### src/assert_macros.svh
// assertion helpers
`ifndef ASSERT_MACROS_SVH
`define ASSERT_MACROS_SVH

// implication checked on every clock edge outside reset
`define ASSERT_IMPL(label, clk, rstn, ante, cons) \
    label: assert property (@(posedge clk) disable iff (!rstn) (ante) |-> (cons)) \
        else $error("assertion failed");

// implication whose consequent is checked at the next edge
`define ASSERT_NEXT(label, clk, rstn, ante, cons) \
    label: assert property (@(posedge clk) disable iff (!rstn) (ante) |=> (cons)) \
        else $error("assertion failed");

// condition that must hold at every edge outside reset
`define ASSERT_ALWAYS(label, clk, rstn, cond) \
    label: assert property (@(posedge clk) disable iff (!rstn) (cond)) \
        else $error("assertion failed");

`endif

### src/vca_pkg.sv
package vca_pkg;

    localparam int MAX_CHANNELS = 24;
    localparam int MAX_VOICES   = 4;

    localparam logic [1:0] CMD_ALLOC  = 2'd0;
    localparam logic [1:0] CMD_FREE   = 2'd1;
    localparam logic [1:0] CMD_LOOKUP = 2'd2;

    localparam logic [1:0] ST_OK       = 2'd0;
    localparam logic [1:0] ST_FAIL     = 2'd1;
    localparam logic [1:0] ST_BAD_TAG  = 2'd2;

    localparam logic [1:0] MODE_FREE = 2'd0;
    localparam logic [1:0] MODE_HELD = 2'd1;

    localparam logic [31:0] ID_STEP       = 32'h20;
    localparam logic [7:0]  STEAL_LIMIT   = 8'd101;
    localparam logic [31:0] SECONDARY_TAG = 32'hffff_ffff;

    localparam int unsigned TDATA_IN_W  = 136;
    localparam int unsigned TDATA_OUT_W = 72;

    // result kinds from the sequencer to the output register
    localparam logic [2:0] K_STOP  = 3'd0;
    localparam logic [2:0] K_FAIL  = 3'd1;
    localparam logic [2:0] K_OK    = 3'd2;
    localparam logic [2:0] K_FREE  = 3'd3;
    localparam logic [2:0] K_BAD   = 3'd4;
    localparam logic [2:0] K_FOUND = 3'd5;

    // datapath commands
    typedef struct packed {
        logic load;       // latch input item, step id counter on an allocation
        logic scan_start; // clear scan index / best
        logic scan_step;  // examine one channel
        logic steal;      // steal pass criteria
        logic pick;       // append best to chosen list
        logic commit_step;// process chosen[idx]
        logic rollback;   // free chosen[idx-1], idx--
        logic link_step;  // write tag/link for chosen[idx]
        logic do_free;
        logic idx_clr;
    } vca_cmd_t;

    typedef struct packed {
        logic scan_done;
        logic found;
        logic got_full;   // got == need
        logic need_bad;
        logic idx_end;    // commit/link index == got
        logic idx_zero;
        logic victim;     // chosen[idx] held
        logic refused;    // chosen[idx] refuses
    } vca_sts_t;

endpackage

### src/vca_datapath.sv
module vca_datapath (
    input  logic                 aclk,
    input  logic                 aresetn,
    input  logic [4:0]           channel_count,
    input  logic [1:0]           in_command,
    input  logic [vca_pkg::MAX_CHANNELS-1:0] in_mask,
    input  logic [2:0]           in_need,
    input  logic [7:0]           in_prio,
    input  logic [4:0]           in_chan,
    input  logic [31:0]          in_tag,
    input  logic [31:0]          in_time,
    input  logic [vca_pkg::MAX_CHANNELS-1:0] in_refused,
    input  vca_pkg::vca_cmd_t    cmd,
    output vca_pkg::vca_sts_t    sts,
    output logic [31:0]          victim_tag,
    output logic [4:0]           primary,
    output logic [31:0]          new_tag,
    output logic                 lookup_ok,
    output logic [4:0]           lookup_ch,
    output logic [4:0]           free_ch
);
    import vca_pkg::*;

    localparam int CW = $clog2(MAX_CHANNELS + 1);
    localparam int IW = (MAX_CHANNELS > 1) ? $clog2(MAX_CHANNELS) : 1;
    localparam int VW = (MAX_VOICES > 1) ? $clog2(MAX_VOICES) : 1;
    localparam int GW = $clog2(MAX_VOICES + 1);

    logic [31:0] owner_reg [MAX_CHANNELS];
    logic [1:0]  mode_reg  [MAX_CHANNELS];
    logic [7:0]  prio_reg  [MAX_CHANNELS];
    logic [31:0] time_reg  [MAX_CHANNELS];
    logic [4:0]  link_reg  [MAX_CHANNELS];
    logic [4:0]  chosen_reg [MAX_VOICES];
    logic [31:0] ctr_reg;

    logic [MAX_CHANNELS-1:0] mask_reg, refused_reg;
    logic [2:0]  need_reg;
    logic [7:0]  prio_in_reg;
    logic [4:0]  chan_reg;
    logic [31:0] tag_reg, time_in_reg;

    logic [CW-1:0] scan_reg;
    logic [GW-1:0] got_reg;
    logic [GW-1:0] idx_reg;
    logic          found_reg;
    logic [4:0]    best_reg;
    logic [7:0]    bp_reg;
    logic [31:0]   bt_reg;

    logic [CW-1:0] lim;
    logic [4:0]    cnt5;
    assign cnt5 = channel_count;
    assign lim = (32'(cnt5) > MAX_CHANNELS) ? CW'(MAX_CHANNELS) : CW'(cnt5);

    // candidate test on channel scan_reg
    logic [IW-1:0] sc;
    logic          in_chosen, cand, better;
    assign sc = scan_reg[IW-1:0];
    always_comb begin
        in_chosen = 1'b0;
        for (int i = 0; i < MAX_VOICES; i++) begin
            if (GW'(i) < got_reg && chosen_reg[i] == 5'(sc)) in_chosen = 1'b1;
        end
        cand = 1'b0;
        better = 1'b0;
        if (32'(scan_reg) < MAX_CHANNELS) begin
            if (cmd.steal) begin
                cand = mask_reg[5'(sc)] && !in_chosen && prio_reg[sc] < STEAL_LIMIT;
                better = !found_reg || prio_reg[sc] < bp_reg ||
                         (prio_reg[sc] == bp_reg && time_reg[sc] < bt_reg);
            end else begin
                cand = mask_reg[5'(sc)] && mode_reg[sc] == MODE_FREE && !in_chosen;
                better = !found_reg || time_reg[sc] < bt_reg;
            end
        end
    end

    // chosen entry at idx
    logic [VW-1:0] ix;
    logic [IW-1:0] cur;
    logic [IW-1:0] prv;
    assign ix  = idx_reg[VW-1:0];
    assign cur = chosen_reg[ix][IW-1:0];
    assign prv = chosen_reg[VW'(idx_reg - GW'(1))][IW-1:0];

    logic [IW-1:0] lk;
    assign lk = link_reg[cur][IW-1:0];
    always_comb begin
        victim_tag = owner_reg[cur];
        if (owner_reg[cur][31] && 32'(link_reg[cur]) < MAX_CHANNELS)
            victim_tag = owner_reg[lk];
    end

    assign primary = chosen_reg[0];
    assign new_tag = ctr_reg | {27'd0, chosen_reg[0]};

    logic [IW-1:0] lc;
    assign lookup_ch = tag_reg[4:0];
    assign lc = tag_reg[IW-1:0];
    assign lookup_ok = !tag_reg[31] && 32'(tag_reg[4:0]) < 32'(lim) &&
                       mode_reg[lc] != MODE_FREE && owner_reg[lc] == tag_reg;
    assign free_ch = chan_reg;

    assign sts.scan_done = scan_reg >= lim;
    assign sts.found     = found_reg;
    assign sts.got_full  = got_reg == GW'(need_reg);
    assign sts.need_bad  = need_reg == 3'd0 || 32'(need_reg) > MAX_VOICES;
    assign sts.idx_end   = idx_reg == got_reg;
    assign sts.idx_zero  = idx_reg == '0;
    assign sts.victim    = mode_reg[cur] == MODE_HELD;
    assign sts.refused   = refused_reg[5'(cur)];

    logic [31:0] ctr_step;
    assign ctr_step = ctr_reg + ID_STEP;

    always_ff @(posedge aclk) begin
        if (!aresetn) begin
            ctr_reg <= '0;
            got_reg <= '0;
            idx_reg <= '0;
            scan_reg <= '0;
            found_reg <= 1'b0;
            for (int c = 0; c < MAX_CHANNELS; c++) begin
                owner_reg[c] <= '0;
                mode_reg[c]  <= MODE_FREE;
                prio_reg[c]  <= '0;
                time_reg[c]  <= '0;
                link_reg[c]  <= '0;
            end
        end else begin
            if (cmd.load) begin
                mask_reg    <= in_mask;
                refused_reg <= in_refused;
                need_reg    <= in_need;
                prio_in_reg <= in_prio;
                chan_reg    <= in_chan;
                tag_reg     <= in_tag;
                time_in_reg <= in_time;
                got_reg     <= '0;
                if (in_command == CMD_ALLOC) ctr_reg <= ctr_step[31] ? '0 : ctr_step;
            end
            if (cmd.scan_start) begin
                scan_reg  <= '0;
                found_reg <= 1'b0;
            end
            if (cmd.scan_step) begin
                scan_reg <= scan_reg + CW'(1);
                if (cand && better) begin
                    found_reg <= 1'b1;
                    best_reg  <= 5'(sc);
                    bp_reg    <= prio_reg[sc];
                    bt_reg    <= time_reg[sc];
                end
            end
            if (cmd.pick) begin
                chosen_reg[got_reg[VW-1:0]] <= best_reg;
                got_reg <= got_reg + GW'(1);
            end
            if (cmd.idx_clr) idx_reg <= '0;
            if (cmd.commit_step) begin
                mode_reg[cur] <= MODE_HELD;
                time_reg[cur] <= time_in_reg;
                prio_reg[cur] <= prio_in_reg;
                idx_reg <= idx_reg + GW'(1);
            end
            if (cmd.rollback) begin
                mode_reg[prv] <= MODE_FREE;
                idx_reg <= idx_reg - GW'(1);
            end
            if (cmd.link_step) begin
                if (idx_reg == '0) begin
                    owner_reg[cur] <= new_tag;
                end else begin
                    owner_reg[cur] <= SECONDARY_TAG;
                    link_reg[cur]  <= chosen_reg[0];
                end
                idx_reg <= idx_reg + GW'(1);
            end
            if (cmd.do_free && 32'(chan_reg) < MAX_CHANNELS) begin
                mode_reg[chan_reg[IW-1:0]] <= MODE_FREE;
                time_reg[chan_reg[IW-1:0]] <= time_in_reg;
            end
        end
    end
endmodule

### src/vca_ctrl.sv
module vca_ctrl (
    input  logic              aclk,
    input  logic              aresetn,
    input  logic              in_fire,
    input  logic [1:0]        in_command,
    input  logic              out_free,
    input  vca_pkg::vca_sts_t sts,
    input  logic              lookup_ok,
    output vca_pkg::vca_cmd_t cmd,
    output logic              in_ready,
    output logic              emit,
    output logic [2:0]        emit_kind
);
    import vca_pkg::*;

    typedef enum logic [10:0] {
        S_IDLE   = 11'b00000000001,
        S_CHECK  = 11'b00000000010,
        S_SCAN   = 11'b00000000100,
        S_PICK   = 11'b00000001000,
        S_COMMIT = 11'b00000010000,
        S_STOP   = 11'b00000100000,
        S_ROLL   = 11'b00001000000,
        S_LINK   = 11'b00010000000,
        S_FINAL  = 11'b00100000000,
        S_FREE   = 11'b01000000000,
        S_LOOK   = 11'b10000000000
    } state_t;

    state_t state_reg, state_next;
    logic steal_reg, steal_next;
    logic rolling_reg, rolling_next;

    assign in_ready = state_reg == S_IDLE;

    always_comb begin
        state_next = state_reg;
        steal_next = steal_reg;
        rolling_next = rolling_reg;
        cmd = '0;
        emit = 1'b0;
        emit_kind = K_OK;
        case (state_reg)
            S_IDLE: begin
                if (in_fire) begin
                    cmd.load = 1'b1;
                    case (in_command)
                        CMD_ALLOC:  state_next = S_CHECK;
                        CMD_FREE:   state_next = S_FREE;
                        CMD_LOOKUP: state_next = S_LOOK;
                        default:    state_next = S_IDLE;
                    endcase
                end
            end
            S_CHECK: begin
                if (sts.need_bad) begin
                    rolling_next = 1'b1;
                    state_next = S_FINAL;
                end else begin
                    rolling_next = 1'b0;
                    steal_next = 1'b0;
                    cmd.scan_start = 1'b1;
                    state_next = S_SCAN;
                end
            end
            S_SCAN: begin
                if (sts.got_full) begin
                    cmd.idx_clr = 1'b1;
                    state_next = S_COMMIT;
                end else if (sts.scan_done) begin
                    state_next = S_PICK;
                end else begin
                    cmd.scan_step = 1'b1;
                    cmd.steal = steal_reg;
                end
            end
            S_PICK: begin
                cmd.scan_start = 1'b1;
                if (sts.found) begin
                    cmd.pick = 1'b1;
                    state_next = S_SCAN;
                end else if (!steal_reg) begin
                    steal_next = 1'b1;
                    state_next = S_SCAN;
                end else begin
                    rolling_next = 1'b1;
                    state_next = S_FINAL;
                end
            end
            S_COMMIT: begin
                if (sts.idx_end) begin
                    cmd.idx_clr = 1'b1;
                    state_next = S_LINK;
                end else if (sts.victim) begin
                    state_next = S_STOP;
                end else begin
                    cmd.commit_step = 1'b1;
                end
            end
            S_STOP: begin
                if (out_free) begin
                    emit = 1'b1;
                    emit_kind = K_STOP;
                    if (sts.refused) begin
                        rolling_next = 1'b1;
                        state_next = S_ROLL;
                    end else begin
                        cmd.commit_step = 1'b1;
                        state_next = S_COMMIT;
                    end
                end
            end
            S_ROLL: begin
                if (sts.idx_zero) state_next = S_FINAL;
                else cmd.rollback = 1'b1;
            end
            S_LINK: begin
                if (sts.idx_end) begin
                    rolling_next = 1'b0;
                    state_next = S_FINAL;
                end else begin
                    cmd.link_step = 1'b1;
                end
            end
            S_FINAL: begin
                if (out_free) begin
                    emit = 1'b1;
                    emit_kind = rolling_reg ? K_FAIL : K_OK;
                    state_next = S_IDLE;
                end
            end
            S_FREE: begin
                if (out_free) begin
                    cmd.do_free = 1'b1;
                    emit = 1'b1;
                    emit_kind = K_FREE;
                    state_next = S_IDLE;
                end
            end
            S_LOOK: begin
                if (out_free) begin
                    emit = 1'b1;
                    emit_kind = lookup_ok ? K_FOUND : K_BAD;
                    state_next = S_IDLE;
                end
            end
            default: state_next = S_IDLE;
        endcase
    end

    always_ff @(posedge aclk) begin
        if (!aresetn) begin
            state_reg <= S_IDLE;
            steal_reg <= 1'b0;
            rolling_reg <= 1'b0;
        end else begin
            state_reg <= state_next;
            steal_reg <= steal_next;
            rolling_reg <= rolling_next;
        end
    end
endmodule

### src/voice_channel_allocator_core.sv
// Voice channel allocator core.
// Input channel s_*: one command item per handshake. tdata packs command,
// eligible_mask, voices_needed, voice_priority, channel_index, lookup_tag,
// current_time and stop_refused_mask from bit 0 up.
// Result channel m_*: 0..5 items per input. An allocation emits one stop
// request per stolen held channel, then a final item with m_tlast high.
// Free and lookup give one item; command 3 gives none.
// Sequence: lookup and free go from the accept to their emit state, which writes
// the output register and returns to idle. An allocation runs a voice-count check,
// one pool scan per pick over min(channel_count, 24) channels, one more empty scan
// when it switches to the steal pass, a check that sees the list full, a commit
// step per chosen channel (with a stop request for a held one), a link step per
// channel and the emit of the final item.
// The scan loop sets the rate. One item at a time; s_tready is low while busy.
// Reset (aresetn low, synchronous) frees all channels, zeroes the table and
// the id counter and sets channel_count to 24.
// A stalled m_tready holds the output register; the sequencer waits in its
// emit state, adding the stall cycles, and no result is lost.
module voice_channel_allocator_core (
    input  logic        aclk,
    input  logic        aresetn,
    input  logic        s_tvalid,
    output logic        s_tready,
    // [1:0] command, [25:2] eligible_mask, [28:26] voices_needed,
    // [36:29] voice_priority, [41:37] channel_index, [73:42] lookup_tag,
    // [105:74] current_time, [129:106] stop_refused_mask, rest zero
    input  logic [vca_pkg::TDATA_IN_W-1:0] s_tdata,
    output logic        m_tvalid,
    input  logic        m_tready,
    // [31:0] stop_tag, [33:32] status, [38:34] result_channel,
    // [70:39] new_tag, rest zero
    output logic [vca_pkg::TDATA_OUT_W-1:0] m_tdata,
    // [0] is_stop_request
    output logic        m_tuser,
    output logic        m_tlast,
    input  logic        psel,
    input  logic        penable,
    input  logic        pwrite,
    input  logic [2:0]  paddr,
    input  logic [31:0] pwdata,
    output logic [31:0] prdata,
    output logic        pready
);
    import vca_pkg::*;
    `include "assert_macros.svh"

    localparam logic [2:0] ADDR_COUNT = 3'd0;

    // config register
    logic [4:0] count_reg;
    assign pready = 1'b1;
    assign prdata = (paddr == ADDR_COUNT) ? {27'd0, count_reg} : 32'd0;
    always_ff @(posedge aclk) begin
        if (!aresetn) count_reg <= 5'd24;
        else if (psel && penable && pwrite && paddr == ADDR_COUNT)
            count_reg <= pwdata[4:0];
    end

    vca_cmd_t cmd;
    vca_sts_t sts;
    logic [31:0] victim_tag, new_tag;
    logic [4:0]  primary, lookup_ch, free_ch;
    logic        lookup_ok, emit;
    logic [2:0]  emit_kind;
    logic        in_fire, out_free;

    assign in_fire  = s_tvalid && s_tready;
    assign out_free = !m_tvalid || m_tready;

    vca_ctrl u_ctrl (
        .aclk, .aresetn, .in_fire,
        .in_command(s_tdata[1:0]),
        .out_free, .sts, .lookup_ok, .cmd,
        .in_ready(s_tready), .emit, .emit_kind
    );

    vca_datapath u_dp (
        .aclk, .aresetn,
        .channel_count(count_reg),
        .in_command(s_tdata[1:0]),
        .in_mask(s_tdata[25:2]),
        .in_need(s_tdata[28:26]),
        .in_prio(s_tdata[36:29]),
        .in_chan(s_tdata[41:37]),
        .in_tag(s_tdata[73:42]),
        .in_time(s_tdata[105:74]),
        .in_refused(s_tdata[129:106]),
        .cmd, .sts, .victim_tag, .primary, .new_tag,
        .lookup_ok, .lookup_ch, .free_ch
    );

    // output register
    logic        vld_reg;
    logic [31:0] stag_reg, ntag_reg;
    logic [1:0]  st_reg;
    logic [4:0]  ch_reg;
    logic        stop_reg, last_reg;

    always_ff @(posedge aclk) begin
        if (!aresetn) begin
            vld_reg <= 1'b0;
        end else if (emit) begin
            vld_reg <= 1'b1;
        end else if (m_tready) begin
            vld_reg <= 1'b0;
        end
    end

    always_ff @(posedge aclk) begin
        if (emit) begin
            stop_reg <= 1'b0;
            stag_reg <= '0;
            st_reg   <= ST_OK;
            ch_reg   <= '0;
            ntag_reg <= '0;
            last_reg <= 1'b1;
            case (emit_kind)
                K_STOP: begin
                    stop_reg <= 1'b1;
                    stag_reg <= victim_tag;
                    last_reg <= 1'b0;
                end
                K_FAIL: st_reg <= ST_FAIL;
                K_OK: begin
                    ch_reg <= primary;
                    ntag_reg <= new_tag;
                end
                K_FREE: ch_reg <= free_ch;
                K_BAD: st_reg <= ST_BAD_TAG;
                K_FOUND: ch_reg <= lookup_ch;
                default: st_reg <= ST_OK;
            endcase
        end
    end

    assign m_tvalid = vld_reg;
    assign m_tuser  = stop_reg;
    assign m_tlast  = last_reg;
    assign m_tdata  = {1'b0, ntag_reg, ch_reg, st_reg, stag_reg};

    `ASSERT_IMPL(a_emit_room, aclk, aresetn, emit, !m_tvalid || m_tready)
    `ASSERT_NEXT(a_busy_no_accept, aclk, aresetn, m_tvalid && !m_tready, m_tvalid && $stable({m_tuser, m_tlast, m_tdata}))
    `ASSERT_ALWAYS(a_stop_not_last, aclk, aresetn, !(m_tvalid && m_tuser && m_tlast))
endmodule

### config.mk
export PLATFORM = sky130hd
export DESIGN_NAME = voice_channel_allocator_core
export DESIGN_NICKNAME = d
export VERILOG_FILES = /design/src/vca_pkg.sv /design/src/vca_datapath.sv /design/src/vca_ctrl.sv /design/src/voice_channel_allocator_core.sv
export VERILOG_INCLUDE_DIRS = /design/src /design/src/src
export SDC_FILE = /design/constraint.sdc
export NUM_CORES = 2
export LEC_CHECK = 0
export BUFFER_PORTS_ARGS = -buffer_cell sky130_fd_sc_hd__buf_4
export CORE_UTILIZATION = 26
export CTS_BUF_LIST = sky130_fd_sc_hd__clkbuf_8
export DETAILED_ROUTE_END_ITERATION = 12
export GPL_TIMING_DRIVEN = 0
export PLACE_DENSITY_LB_ADDON = 0.05
export SLEW_MARGIN = 15
export SYNTH_ARGS = -nofsm -noshare
export SYNTH_HDL_FRONTEND = slang
export SYNTH_SLANG_ARGS = --single-unit
### constraint.sdc
create_clock -name aclk -period 11.1 [get_ports aclk]
set_input_delay 1.11 -clock aclk [delete_from_list [all_inputs] [get_ports aclk]]
set_output_delay 1.11 -clock aclk [all_outputs]
set_load 0.01 [all_outputs]
==> results by group <==
Job
  • Total of max-cap violations: 0

STA
  • Post-layout min period: 8.97 ns
  • Pins Over Slew Limit: 0
  • Worst-Margin Slew: about 1.4 ns
  • Period Utilization, post-route: 80.8%
  • Max Freq: 111 MHz
  • Max Clock Skew: about 0.087 ns
  • Final Hold Viols: 0
  • Worst rel slew slack: 5.21%
  • PnR worst setup slack: between 2 and 2.5 ns
  • Setup TNS: 0 ns
  • RSZ-0062 raised after global routing: no
  • Final setup viols: 0

Power and ir drop
  • PwrDens: 189 nW/um^2
  • VDD IR max: 0.163 mV
  • Internal: about 0.02 W
  • Logic pwr share: approximately 28%
  • Leakage: 56.1 nW
  • Sw power: between 0.01 and 0.015 W
  • Clock Power Share: about a third
  • Sequential cell fraction of total power: around two fifths
  • Sw Ratio: 36.9%

Route
  • WL/cell: around 42 microns
  • DRT Wirelength: between 700 and 800 mm
  • Detailed Routing Iterations Pass 1: 8
  • Number of remaining DRC errors: 0
  • 1st-iter DRT viols: approximately 13k
  • Post-DRT Antenna Nets: 0
  • DR vias: ~96k
  • Vias per cell: approximately 5.4

Floorplan
  • Die W: ~730 microns
  • IO Pins: approximately 290
  • Die area: between 500000 and 600000 sq um
  • Row cnt: between 200 and 300
  • Core Region: about 520000 sq um
  • Die Span Y: ~730 microns
  • Starting Density: 26.1%

Final layout
  • Fin cells: roughly 18k
  • Filler cells: roughly 52k
  • Area growth, synth to finish: 20.4%
  • Layout Nets: between 10k and 15k
  • Layout cells sized above 1: a little over a quarter

Clock tree
  • Num Clock Sinks: about 2.8k
  • Total CTS buffers: between 500 and 600
  • Post_cts resized: 0
  • Worst skew pair latency: between 1 and 1.5 ns
  • Total setup buffers inserted after CTS: 0
  • Worst-path clk slew: 0.06 ns
  • Htree depth: 6
  • Root buf cell: clkbuf_8
  • Clk buf depth: 4
  • Post-cts hold buffer count: approximately 130
  • CTS tree: done

Placed design
  • Post-Place Cells: between 15k and 20k
  • GP Congestion: 0.955
  • DP Wirelength: ~530 mm
  • Pre-CTS WS: around 1.7 ns
  • I/O Buffers: about 220

Yosys
  • Synth cell types: 80
  • Post-synthesis sequential area ratio: approximately three fifths
  • EDFF count, synth: 2737
  • Synth Instances: ~9k
  • Cell taking the most area after synthesis: edfxtp_1
  • #FFs+latches synth: approximately 2.8k
  • Post-synth ARST share: 0%
  • Yosys top cell area share: 60.3%
  • Yosys warns: 0
  • Synth Flop Type: edfxtp_1
  • Cell Area, Synth: 136000 sq um
  • Synth Area per Inst: around 15 sq um
  • Area contributors post-synth: edfxtp_1, mux4_2, and2_1

Worst setup path
  • Worst path max stage delay: 0.89 ns
  • Cell mode on critical path: a21o_1
  • Highest-delay cell along the critical path: clkbuf_1
  • Critical path data arrival time: approximately 9.8 ns
  • CP endpoint kind: flop
  • Crit Path Max Fanout: 32
  • Kind of start point of the critical path: flop
  • Worst Path Required: ~12 ns
  • CP cell instances: buf_1 -> clkbuf_2 -> buf_2 -> clkbuf_1 -> clkbuf_1 -> mux4_2 -> mux4_2 -> mux2_2 -> ha_1 -> a21o_1 -> a21o_1 -> a21o_1 -> a21o_1 -> a21o_1 -> a21oi_1 -> o211ai_1 -> buf_6 -> a221oi_4 -> buf_8 -> o21a_4 -> buf_16
  • Crit Path Category: reg2reg

Global route
  • Initial antenna violation count: 74
  • Number of global-route vias before repair: about 96k
  • Total GRT Usage: about 27%
  • First-pass GRT wire length: 950 mm
  • Grt ovf: 0
  • Pin count of the biggest net entering global routing: 66

Worst hold path
  • Hold Path Class: in2reg

Status
  • Status: finished, final reports clean
[path summary, 6_finish.rpt]
check	from	end	slack [ns]	cells past startpoint
max	flop	u_dp.bt_reg[28]	2.13	21
min	s_tdata[78]	u_dp.time_in_reg[4]	0.17	1
max reg2reg	flop	u_dp.bt_reg[28]	2.13	21
min reg2reg	u_dp.sc[4]	u_dp.best_reg[4]	0.50	0
[stage by stage]
| step | power [W] | hold slack [ns] | area [sq um] | utilization (%) |
|---|---|---|---|---|
| final | 0.0311 | 0.168 | 164000 | 31.5 |
| after global routing | 0.0316 | 0.0885 | 164000 | 31.5 |
| after CTS | 0.0310 | 0.0349 | 164000 | 31.5 |
| after detailed placement | 0.0208 | 0.486 | 153000 | 29.3 |
| after global placement | 0.0205 | 0.480 | 147000 | 28.1 |
| after floorplan | 0.0160 | 0.432 | 136000 | - |
[layer usage]
layer,global-route usage (%),routed length [microns]
met4,15.9,51600
met5,0,171
met1,34.2,289000
met2,43.2,336000
met3,6.13,60500
[power by group through the flow]
stage	clock network [W]	registers, W	logic, W
floorplan	0	0.0125	0.00358
CTS	0.0103	0.0124	0.00830
global route	0.0107	0.0124	0.00848
finish	0.0101	0.0124	0.00862
global placement	0	0.0126	0.00783
detailed placement	0	0.0126	0.00824
[worst max-delay path, delay by kind of cell, from the launching register on]
| kind | cells | cell delay (ns) |
|---|---|---|
| multiplexers | 3 | 1.30 |
| adder cells (fa/ha/maj) | 1 | 0.30 |
| buffers and inverters | 8 | 4.46 |
| flip-flops | 1 | 0.52 |
| AO/OA/AOI/OAI | 9 | 1.77 |
[logic make-up (layout without fill, tap and decap cells)]
logic type               after synthesis  in the layout  share of synthesized area, %
AO/OA/AOI/OAI                        687            687                          3.51
other                                  2             69                       0.00551
buffers and inverters                953           2540                          2.94
adder cells (fa/ha/maj)               57             57                         0.523
flip-flops                          2830           2830                          61.7
multiplexers                        1465           1465                          20.2
AND/OR/NAND/NOR                     3028           3028                          10.6
XOR/XNOR                              81             81                         0.520
[Yosys cell counts, types with 63 or more instances]
| master | number |
|---|---|
| and3_1 | 148 |
| o21ai_0 | 75 |
| inv_1 | 105 |
| mux4_2 | 1026 |
| clkbuf_1 | 572 |
| mux2_2 | 63 |
| mux2i_1 | 376 |
| nand2_1 | 638 |
| a22oi_1 | 131 |
| buf_2 | 127 |
| dfxtp_1 | 93 |
| o22ai_1 | 79 |
| a21oi_1 | 86 |
| nor2_1 | 1143 |
| edfxtp_1 | 2737 |
| and2_1 | 837 |
| a31oi_1 | 95 |
| buf_1 | 84 |
[placed cells by master, fill, tap and decap left out, types with 51 or more instances in the layout]
cell              n
a21oi_1          78
a22oi_1         131
a31oi_1          95
and2_1          835
and3_1          148
buf_12          110
buf_16           72
buf_2           177
buf_4           321
clkbuf_1        384
clkbuf_2        195
clkbuf_8        588
clkinv_1        110
dfxtp_1          93
dlygate4sd3_1   126
edfxtp_1       2737
ha_1             57
inv_1           308
mux2_2           63
mux2i_1         370
mux4_2         1026
nand2_1         614
nand3_1          53
nor2_1         1110
o221ai_1         57
o22ai_1          79
xnor2_1          51
[layout make-up]
| cell class | count | area [sq um] | share of cell area [%] |
|---|---|---|---|
| clock buffers | 588 | 8090 | 4.93 |
| clock inverters | 390 | 1910 | 1.16 |
| inverters | 106 | 405 | 0.247 |
| flip-flops and latches | 2830 | 84100 | 51.2 |
| diodes | 39 | 97.6 | 0.0594 |
| well taps | 6942 | 8690 | 5.29 |
| repair buffers | 609 | 7870 | 4.79 |
| multi-input cells | 5348 | 49200 | 29.9 |
| plain buffers | 847 | 3930 | 2.39 |
Power figures use the tool's default switching activity.
